File: config.mk
export PLATFORM = sky130hd
export DESIGN_NAME = error_priority_status_led_flat
export DESIGN_NICKNAME = d
export VERILOG_FILES = /design/src/hw/rtl/epsl_pkg.sv /design/src/hw/rtl/epsl_if.sv /design/src/hw/rtl/error_priority_status_led.sv /design/src/flat_wrapper.sv
export SDC_FILE = /design/constraint.sdc
export NUM_CORES = 1
export LEC_CHECK = 0
export BUFFER_PORTS_ARGS = -buffer_cell sky130_fd_sc_hd__buf_4
export CORE_MARGIN = 1
export CORE_UTILIZATION = 50
export DETAILED_ROUTE_END_ITERATION = 6
export PLACE_DENSITY = 0.78
export SYNTH_ARGS = -nofsm -noshare
export SYNTH_HDL_FRONTEND = slang
export SYNTH_SLANG_ARGS = --single-unit
File: constraint.sdc
create_clock -name clock -period 20 [get_ports clock]
set_clock_uncertainty 0.1 [all_clocks]
set_input_delay 0 -clock clock [delete_from_list [all_inputs] [get_ports clock]]
set_output_delay 0 -clock clock [all_outputs]
set_load 0.005 [all_outputs]
File: src/hw/rtl/epsl_pkg.sv
// shared types, constants and code table for the error priority status led
package epsl_pkg;

   localparam int NUM_CODES  = 9;
   localparam int SEV_WEIGHT = 10;

   localparam logic [3:0] NO_CODE = 4'd9;

   typedef enum logic [1:0] {
      CMD_SET   = 2'd0,
      CMD_CLEAR = 2'd1,
      CMD_TICK  = 2'd2
   } cmd_type;

   typedef struct packed {
      logic        red;
      logic        green;
      logic [10:0] half_ms;
      logic [2:0]  prio;
   } code_info_type;

   function automatic code_info_type code_info(input logic [3:0] code);
      code_info_type info;
      case (code)
         4'd0: info = '{red: 1'b1, green: 1'b1, half_ms: 11'd900,  prio: 3'd2};
         4'd1: info = '{red: 1'b1, green: 1'b1, half_ms: 11'd250,  prio: 3'd4};
         4'd2: info = '{red: 1'b1, green: 1'b0, half_ms: 11'd600,  prio: 3'd3};
         4'd3: info = '{red: 1'b1, green: 1'b0, half_ms: 11'd1200, prio: 3'd1};
         4'd4: info = '{red: 1'b1, green: 1'b0, half_ms: 11'd200,  prio: 3'd5};
         4'd5: info = '{red: 1'b1, green: 1'b0, half_ms: 11'd800,  prio: 3'd2};
         4'd6: info = '{red: 1'b0, green: 1'b1, half_ms: 11'd500,  prio: 3'd2};
         4'd7: info = '{red: 1'b0, green: 1'b1, half_ms: 11'd1500, prio: 3'd1};
         4'd8: info = '{red: 1'b1, green: 1'b0, half_ms: 11'd400,  prio: 3'd3};
         default: info = '{red: 1'b0, green: 1'b0, half_ms: 11'd0, prio: 3'd0};
      endcase
      return info;
   endfunction

endpackage

File: src/hw/rtl/epsl_if.sv
// request and response channel interfaces of the error priority status led
interface epsl_req_if;
   logic       valid;
   logic       ready;
   logic [1:0] cmd;
   logic [3:0] code;
   logic [1:0] severity;

   modport source (output valid, output cmd, output code, output severity, input ready);
   modport sink   (input valid, input cmd, input code, input severity, output ready);
endinterface

interface epsl_rsp_if;
   logic       valid;
   logic       ready;
   logic       led_red;
   logic       led_grn;
   logic [3:0] shown_code;
   logic       event_valid;
   logic       event_active;
   logic [1:0] event_severity;

   modport source (output valid, output led_red, output led_grn, output shown_code,
                   output event_valid, output event_active, output event_severity,
                   input ready);
   modport sink   (input valid, input led_red, input led_grn, input shown_code,
                   input event_valid, input event_active, input event_severity,
                   output ready);
endinterface

File: src/hw/rtl/error_priority_status_led.sv
// error priority status led: per-code error table, rank select and blink timing
//
// channel   dir  fields
// req_ch    in   cmd[1:0] code[3:0] severity[1:0]
// rsp_ch    out  led_red led_grn shown_code[3:0] event_valid event_active event_severity[1:0]
//
// one request per cycle while the response side is not stalled; a request is held in
// the input register, and the table update, nine-way rank compare and blink step
// complete from there into the response register
// synchronous reset clears the table, selects no code and empties both registers
// a stalled response holds the pipe; the input register still takes one request
module error_priority_status_led (
   input logic clock,
   input logic reset,
   epsl_req_if.sink   req_ch,
   epsl_rsp_if.source rsp_ch
);

   // input register
   logic       req_valid_ff, req_valid_in;
   logic [1:0] req_cmd_ff;
   logic [3:0] req_code_ff;
   logic [1:0] req_severity_ff;

   // state
   logic [epsl_pkg::NUM_CODES-1:0] active_ff, active_in;
   logic [1:0] severity_ff [epsl_pkg::NUM_CODES];
   logic [1:0] severity_in [epsl_pkg::NUM_CODES];
   logic [3:0]  selected_ff, selected_in;
   logic        phase_ff, phase_in;
   logic [10:0] counter_ff, counter_in;

   // response register
   logic       out_valid_ff, out_valid_in;
   logic       out_red_ff, out_red_in;
   logic       out_green_ff, out_green_in;
   logic [3:0] out_code_ff;
   logic       out_ev_valid_ff, out_ev_valid_in;
   logic       out_ev_active_ff, out_ev_active_in;
   logic [1:0] out_ev_sev_ff, out_ev_sev_in;

   logic advance;
   logic fire;
   logic take;
   logic in_range;
   logic update;
   logic found;
   logic [5:0]  top_rank;
   logic [5:0]  rank;
   logic [10:0] count_next;
   epsl_pkg::code_info_type sel_info;
   epsl_pkg::code_info_type new_info;
   epsl_pkg::code_info_type loop_info;

   assign advance     = !out_valid_ff || rsp_ch.ready;
   assign fire        = req_valid_ff && advance;
   assign req_ch.ready = !req_valid_ff || advance;
   assign take        = req_ch.valid && req_ch.ready;

   assign req_valid_in = take ? 1'b1 : (fire ? 1'b0 : req_valid_ff);
   assign out_valid_in = fire ? 1'b1 : (rsp_ch.ready ? 1'b0 : out_valid_ff);

   assign in_range = req_code_ff < 4'(epsl_pkg::NUM_CODES);
   assign sel_info = epsl_pkg::code_info(selected_ff);

   always_comb begin
      active_in        = active_ff;
      severity_in      = severity_ff;
      selected_in      = selected_ff;
      phase_in         = phase_ff;
      counter_in       = counter_ff;
      out_ev_valid_in  = 1'b0;
      out_ev_active_in = 1'b0;
      out_ev_sev_in    = 2'd0;
      update           = 1'b0;
      count_next       = counter_ff + 11'd1;
      found            = 1'b0;
      top_rank         = 6'd0;
      rank             = 6'd0;
      loop_info        = '0;
      case (epsl_pkg::cmd_type'(req_cmd_ff))
         epsl_pkg::CMD_SET: begin
            if (in_range) begin
               if (!active_ff[req_code_ff] || severity_ff[req_code_ff] != req_severity_ff) begin
                  out_ev_valid_in  = 1'b1;
                  out_ev_active_in = 1'b1;
                  out_ev_sev_in    = req_severity_ff;
               end
               active_in[req_code_ff]   = 1'b1;
               severity_in[req_code_ff] = req_severity_ff;
               update = 1'b1;
            end
         end
         epsl_pkg::CMD_CLEAR: begin
            if (in_range) begin
               if (active_ff[req_code_ff]) begin
                  out_ev_valid_in = 1'b1;
                  out_ev_sev_in   = severity_ff[req_code_ff];
               end
               active_in[req_code_ff] = 1'b0;
               update = 1'b1;
            end
         end
         epsl_pkg::CMD_TICK: begin
            if (selected_ff != epsl_pkg::NO_CODE) begin
               if (count_next >= sel_info.half_ms) begin
                  counter_in = 11'd0;
                  phase_in   = !phase_ff;
               end else begin
                  counter_in = count_next;
               end
            end
         end
         default: begin
         end
      endcase
      if (update) begin
         selected_in = epsl_pkg::NO_CODE;
         for (int i = 0; i < epsl_pkg::NUM_CODES; i++) begin
            loop_info = epsl_pkg::code_info(4'(i));
            rank = 6'(severity_in[i]) * 6'(epsl_pkg::SEV_WEIGHT) + 6'(loop_info.prio);
            if (active_in[i] && (!found || rank > top_rank)) begin
               found       = 1'b1;
               top_rank    = rank;
               selected_in = 4'(i);
            end
         end
         counter_in = 11'd0;
         phase_in   = found;
      end
   end

   assign new_info = epsl_pkg::code_info(selected_in);

   always_comb begin
      if (selected_in == epsl_pkg::NO_CODE) begin
         out_red_in   = 1'b0;
         out_green_in = 1'b1;
      end else if (phase_in) begin
         out_red_in   = new_info.red;
         out_green_in = new_info.green;
      end else begin
         out_red_in   = 1'b0;
         out_green_in = 1'b0;
      end
   end

   always_ff @(posedge clock) begin
      if (reset) begin
         req_valid_ff <= 1'b0;
         out_valid_ff <= 1'b0;
         active_ff    <= '0;
         for (int i = 0; i < epsl_pkg::NUM_CODES; i++) begin
            severity_ff[i] <= 2'd0;
         end
         selected_ff  <= epsl_pkg::NO_CODE;
         phase_ff     <= 1'b0;
         counter_ff   <= 11'd0;
      end else begin
         req_valid_ff <= req_valid_in;
         out_valid_ff <= out_valid_in;
         if (fire) begin
            active_ff   <= active_in;
            severity_ff <= severity_in;
            selected_ff <= selected_in;
            phase_ff    <= phase_in;
            counter_ff  <= counter_in;
         end
      end
   end

   always_ff @(posedge clock) begin
      if (take) begin
         req_cmd_ff      <= req_ch.cmd;
         req_code_ff     <= req_ch.code;
         req_severity_ff <= req_ch.severity;
      end
      if (fire) begin
         out_red_ff       <= out_red_in;
         out_green_ff     <= out_green_in;
         out_code_ff      <= selected_in;
         out_ev_valid_ff  <= out_ev_valid_in;
         out_ev_active_ff <= out_ev_active_in;
         out_ev_sev_ff    <= out_ev_sev_in;
      end
   end

   assign rsp_ch.valid          = out_valid_ff;
   assign rsp_ch.led_red        = out_red_ff;
   assign rsp_ch.led_grn        = out_green_ff;
   assign rsp_ch.shown_code     = out_code_ff;
   assign rsp_ch.event_valid    = out_ev_valid_ff;
   assign rsp_ch.event_active   = out_ev_active_ff;
   assign rsp_ch.event_severity = out_ev_sev_ff;

   // no selection means steady green
   a_idle_green: assert property (@(posedge clock) disable iff (reset)
      rsp_ch.valid && rsp_ch.shown_code == epsl_pkg::NO_CODE
         |-> rsp_ch.led_grn && !rsp_ch.led_red)
      else $error("idle led not steady green");

   // blink counter stays below the selected half-period
   a_counter_range: assert property (@(posedge clock) disable iff (reset)
      selected_ff != epsl_pkg::NO_CODE |-> counter_ff < sel_info.half_ms)
      else $error("blink counter out of range");

   // selected code is active, or none is selected
   a_selected_active: assert property (@(posedge clock) disable iff (reset)
      selected_ff == epsl_pkg::NO_CODE || (selected_ff < 4'(epsl_pkg::NUM_CODES)
         && active_ff[selected_ff]))
      else $error("selected code not active");

   // no selection keeps the phase dark and the counter at zero
   a_idle_state: assert property (@(posedge clock) disable iff (reset)
      selected_ff == epsl_pkg::NO_CODE |-> !phase_ff && counter_ff == 11'd0)
      else $error("idle blink state not cleared");

   // a request leaving the input register lands in the response register
   a_fire_out: assert property (@(posedge clock) disable iff (reset)
      fire |=> out_valid_ff)
      else $error("request lost between stages");

endmodule

File: src/flat_wrapper.sv
// flat-port wrapper written by rule: the top's interface ports become plain ports
module error_priority_status_led_flat 
  (clock, reset, req_ch_valid, req_ch_cmd, req_ch_code, req_ch_severity, req_ch_ready, rsp_ch_valid, rsp_ch_led_red, rsp_ch_led_grn, rsp_ch_shown_code, rsp_ch_event_valid, rsp_ch_event_active, rsp_ch_event_severity, rsp_ch_ready);
  epsl_req_if req_ch_i ();
  epsl_rsp_if rsp_ch_i ();
  input logic clock;
  input logic reset;
  input wire logic [$bits(req_ch_i.valid)-1:0] req_ch_valid;
  input wire logic [$bits(req_ch_i.cmd)-1:0] req_ch_cmd;
  input wire logic [$bits(req_ch_i.code)-1:0] req_ch_code;
  input wire logic [$bits(req_ch_i.severity)-1:0] req_ch_severity;
  output wire logic [$bits(req_ch_i.ready)-1:0] req_ch_ready;
  output wire logic [$bits(rsp_ch_i.valid)-1:0] rsp_ch_valid;
  output wire logic [$bits(rsp_ch_i.led_red)-1:0] rsp_ch_led_red;
  output wire logic [$bits(rsp_ch_i.led_grn)-1:0] rsp_ch_led_grn;
  output wire logic [$bits(rsp_ch_i.shown_code)-1:0] rsp_ch_shown_code;
  output wire logic [$bits(rsp_ch_i.event_valid)-1:0] rsp_ch_event_valid;
  output wire logic [$bits(rsp_ch_i.event_active)-1:0] rsp_ch_event_active;
  output wire logic [$bits(rsp_ch_i.event_severity)-1:0] rsp_ch_event_severity;
  input wire logic [$bits(rsp_ch_i.ready)-1:0] rsp_ch_ready;
  assign req_ch_i.valid = req_ch_valid;
  assign req_ch_i.cmd = req_ch_cmd;
  assign req_ch_i.code = req_ch_code;
  assign req_ch_i.severity = req_ch_severity;
  assign req_ch_ready = req_ch_i.ready;
  assign rsp_ch_valid = rsp_ch_i.valid;
  assign rsp_ch_led_red = rsp_ch_i.led_red;
  assign rsp_ch_led_grn = rsp_ch_i.led_grn;
  assign rsp_ch_shown_code = rsp_ch_i.shown_code;
  assign rsp_ch_event_valid = rsp_ch_i.event_valid;
  assign rsp_ch_event_active = rsp_ch_i.event_active;
  assign rsp_ch_event_severity = rsp_ch_i.event_severity;
  assign rsp_ch_i.ready = rsp_ch_ready;
  error_priority_status_led u_core (.clock(clock), .reset(reset), .req_ch(req_ch_i), .rsp_ch(rsp_ch_i));
endmodule
# Yosys cells after proc, flatten, opt, wreduce, memory -nomap -nowiden
# Memories as Yosys holds them, arrays and structs flattened. A register that Yosys moved wholly into a read port is not among the register bits.
# Index checks and enable logic that the tools add are counted.
# totals
memories	2
inputBits	12
rom_bits	480
register_bits	63
# op_classes
order_cmp	14
n_addsub	10
n_mul	9
eq_ne	5
bitwise_logic	5
n_reduce_logical	43
mux	94
# memory_table
name	depth	word_bits	read_ports	rd_clocked_by_memory_dff	wr	line	rtl
(name not given)	16	15	1	0	0	epsl_pkg.sv:24	case (code)
(name not given)	16	15	1	1	0	epsl_pkg.sv:24	
# ops
operator	count
6-bit 2-to-1 mux	16
6-bit by 3-bit adder with 6-bit output	9
6-bit greater-than comparator	8
4-bit 2-to-1 mux	12
2-bit by 3-bit multiplier with 5-bit output, second input constant	9
11-bit 2-to-1 mux	4
18-bit 2-to-1 mux	2
1-bit 2-to-1 mux	34
3-bit 2-to-1 mux	9
18-bit bitwise mux	1
9-bit 2-to-1 mux	2
9-bit one-hot mux with 2 select lines	1
2-bit 2-to-1 mux	7
1-bit logical AND	12
1-bit zero test	12
11-bit by 1-bit adder with 11-bit output, second input constant	1
11-bit greater-or-equal comparator	1
1-bit logical OR	11
9-bit AND	1
9-bit NOT	1
9-bit bitwise OR	1
2-bit binary-select mux with 4-bit select	1
2-bit demux with 4-bit select	1
2-bit nonzero test	4
19 further kinds	20

# Longest topological paths before layout
# logic_depth
ltp_word	54
ltp_mapped	86

# Least setup slack after synthesis
# No wires, ideal clock.
# synth_timing
path_kind	reg-to-reg
from	register u_core.req_code_ff[2]
to	register u_core.sel_info[8] (netlist name)
setup_ns	0.122
synth_period_minus_slack_ns	15.252
path_stages_with_launch	78
n_path_buf	4
path_slack_ns	4.748
t_arrival_ns	15.031
required_time_ns	19.778
cell_sequence	edfxtp_1 > buf_6 > or4_4 > nor3_4 > mux2i_1 > inv_1 > ha_1 > nand2b_1 > ha_1 > nand4_1 > or2_2 > o31a_1 > o21ai_2 > mux2_2 > ha_1 > a21oi_1 > o21ai_0 > and4b_1 > (+42 left out) > o21ai_0 > nand2b_1 > a21oi_1 > a21oi_1 > a21o_1 > nand2_1 > mux2_2 > ha_1 > nor2b_1 > o21a_1 > o21ai_0 > nand2b_1 > a21oi_1 > a21oi_1 > and2_4 > o31a_1 > ha_1 > o311a_1
# synth_rtl
item	line	rtl
start: declaration	error_priority_status_led.sv:22	logic [3:0] req_code_ff;
start signal: assignment	error_priority_status_led.sv:175	req_code_ff <= req_ch.code;

==> impl_metrics.json <==
{
  "met1_length_mm": 6.56,
  "grt_overflow_total": 0,
  "fp.dieH_um": 111,
  "firstDrtPassIters": 7,
  "worstMarginPinSlew_ns": 1.28,
  "hold_violations": 0,
  "yosys_most_used_dff": "dfxtp_1",
  "setup-tns-final_ns": 0,
  "drive_above_1_share": 0.105,
  "powerDensity_nw_per_um2": 60.5,
  "syn-cell-area_um2": 5960,
  "start_util": 0.517,
  "yosys-top-cells-area": "dfxtp_1 18%, ha_1 16%, edfxtp_1 9.1%",
  "period_needed_ns": 17.32,
  "finalPower_mw": 0.399,
  "critPathArrivalTime_ns": 17.45,
  "peakVddDrop_uv": 38.8,
  "drt-initial-drc-count": 454,
  "cts_made_buffers": 9,
  "cts-htree-levels": 3,
  "maxSlewViolCount": 0,
  "vias": 5321,
  "seq_area_um2": 1640,
  "crit_path_start_kind": "register",
  "via_per_inst": 6.09,
  "async_reset_ff_frac": 0,
  "die_w_um": 111,
  "syn_to_final_growth_pct": 10.7,
  "gp_congestion": 0.874,
  "grt_setup_unrepaired": "no",
  "drcViolationCount": 8,
  "critPathBufInv": 4,
  "max_stage_delay_ns": 0.85,
  "antenna_cells": 0,
  "routed_wl_mm": 14.4,
  "met3_wirelength_um": 961,
  "yosysSeqAreaShare": 0.276,
  "ys_ff_latch": 73,
  "synth_edf_count": 18,
  "hold_class": "in -> reg",
  "ys_warn_count": 0,
  "period_share": 0.866,
  "final_nets": 812,
  "syn_nets": 796,
  "synthCells": 710,
  "synth.top_cell.area_share": 0.185,
  "grt_max_degree": 53,
  "cp_top_family": "compound AO/OA/AOI/OAI gates",
  "ios": 24,
  "path_clk_slew_ns": 0.06,
  "crit_top_cell": "a21oi_1",
  "grt_pass1_vias": 5236,
  "grt_pass1_wl_mm": 24.8,
  "yosysUniqueCellTypes": 72,
  "hpwl_mm": 10.8,
  "path_class": "reg -> reg",
  "rows": 39,
  "nFillCells": 987,
  "status": "finished, violations left",
  "clock-sinks": 73,
  "dieArea_um2": 12400,
  "multi_input_area_um2": 3970,
  "critical_path.max_fanout": 18,
  "stdcell_count": 874,
  "worst_setup_path_end_kind": "register",
  "synth_area_leader_cell": "dfxtp_1",
  "tritoncts": "built",
  "clock_path_buffers": 2,
  "crit_slowest_cell": "mux2i_1",
  "grt_use_total": 0.244,
  "maxCapViolCount": 0,
  "core_area_um2": 11500,
  "wl_per_cell_um": 16.5,
  "required_ns": 20.12,
  "cts.root.buffer_cell": "clkbuf_16",
  "dr_wl_met2_mm": 6.76,
  "leakage_nw": 2.88,
  "antenna_found_initial": 0,
  "max_freq_mhz": 57.7,
  "ant_nets": 0,
  "clk_latency_ns": 0.33,
  "syn_avg_cell_area_um2": 8.39,
  "dr.max_layer_used": "met4",
  "dp.cells": 847,
  "synth_common_cells": "74 x ha_1, 74 x nand2_1, 64 x nor2_1",
  "violations": "DRC",
  "finalSetupViolations": 0,
  "port_buffers": 23,
  "relSlewSlack": 0.143
}
## through the flow
| stage | setup slack [ns] | instance area [um2] | utilization | hold WS, ns |
|---|---|---|---|---|
| floorplan | 4.75 | 5960 | - | -0.00113 |
| global placement | 3.30 | 6190 | 0.538 | 0.0811 |
| detailed placement | 2.91 | 6190 | 0.538 | 0.0795 |
| CTS | 2.83 | 6590 | 0.572 | 0.0336 |
| global route | 1.11 | 6590 | 0.572 | 0.0631 |
| finish | 2.68 | 6590 | 0.572 | 0.0485 |
## sequential cells by signal, summed over array words and instances, names as in the netlist, 2 cells and up
name                          flops
u_core.active_ff                  9
u_core.counter_ff                11
u_core.req_cmd_ff                 2
u_core.req_code_ff                4
u_core.req_severity_ff            2
u_core.rsp_ch.event_severity      2
u_core.rsp_ch.shown_code          4
u_core.sel_info                  10
u_core.selected_ff                4
u_core.severity_ff               18
## path summary, 6_finish.rpt
path                                                  startpoint                                 to  slack [ns]  cells after the start
worst max-delay path             u_core.req_code_ff[0]$_DFFE_PP_      u_core.sel_info[8]$_SDFF_PP0_        2.68                     77
worst min register to register  u_core.active_ff[2]$_SDFFE_PP0P_   u_core.active_ff[2]$_SDFFE_PP0P_        0.38                      2
worst max register to register   u_core.req_code_ff[0]$_DFFE_PP_      u_core.sel_info[8]$_SDFF_PP0_        2.68                     77
worst min-delay path                                       reset  u_core.counter_ff[0]$_SDFFE_PP0P_        0.05                      2
## what timing repair did
| item | in CTS | in global routing |
|---|---|---|
| buffers inserted | 0 | 0 |
| gates resized for setup | 0 | 0 |
| hold endpoints to repair | 10 | 0 |
| hold buffers | 11 | 0 |
## report_power, final
group	internal, mW	total [mW]	switching, mW
registers	0.158	0.165	0.00786
logic	0.0347	0.0801	0.0454
clock network	0.0865	0.154	0.0671
## cell families after synthesis
| group | Yosys count | share of synthesized area |
|---|---|---|
| buffers and inverters | 89 | 0.0582 |
| adder cells (fa/ha/maj) | 74 | 0.155 |
| flip-flops | 73 | 0.276 |
| AO/OA/AOI/OAI | 196 | 0.224 |
| multiplexers | 43 | 0.0878 |
| AND/OR/NAND/NOR | 223 | 0.181 |
| XOR/XNOR | 12 | 0.0176 |
## worst reg2reg max path: cells and delay by family, from the launching register on
kind	cells	cell delay, ns
AO/OA/AOI/OAI	38	7.42
adder cells (fa/ha/maj)	10	3.01
buffers and inverters	4	0.31
flip-flops	1	0.84
multiplexers	5	2.28
AND/OR/NAND/NOR	20	3.26
## area by class of cell
type,instances,share of cell area
inverters,58,0.0330
clock inverters,7,0.00968
multi-input cells,548,0.602
well taps,143,0.0271
clock buffers,9,0.0342
repair buffers,36,0.0452
flip-flops and latches,73,0.249
## cell usage in the layout (no fill, tap or decap), types with 6 or more instances in the layout
cell	netlist	routed
mux2i_1	26	26
dfxtp_1	55	55
a22oi_1	12	12
nand2_1	74	74
dlygate4sd3_1	0	11
mux2_2	10	10
a21oi_1	53	53
clkbuf_16	0	9
nor2b_1	11	11
a21o_1	18	18
nor3_1	7	7
a211oi_1	21	21
xnor2_1	7	7
edfxtp_1	18	18
buf_4	0	25
nand3_1	15	15
a31oi_1	7	7
o21ai_0	22	22
inv_1	58	57
nand2b_1	7	7
o21ai_1	6	6
ha_1	74	74
nor2_1	64	64
or2_2	7	7
and3_1	7	7
mux4_2	6	6
o31a_1	6	6
## routing by layer
layer | vias to the layer above | GRT usage
met5 | - | 0
met4 | 0 | 0.0649
met3 | 18 | 0.0372
met2 | 204 | 0.411
met1 | 2498 | 0.326
li1 | 2601 | -
(Power assumes the default switching activity.)
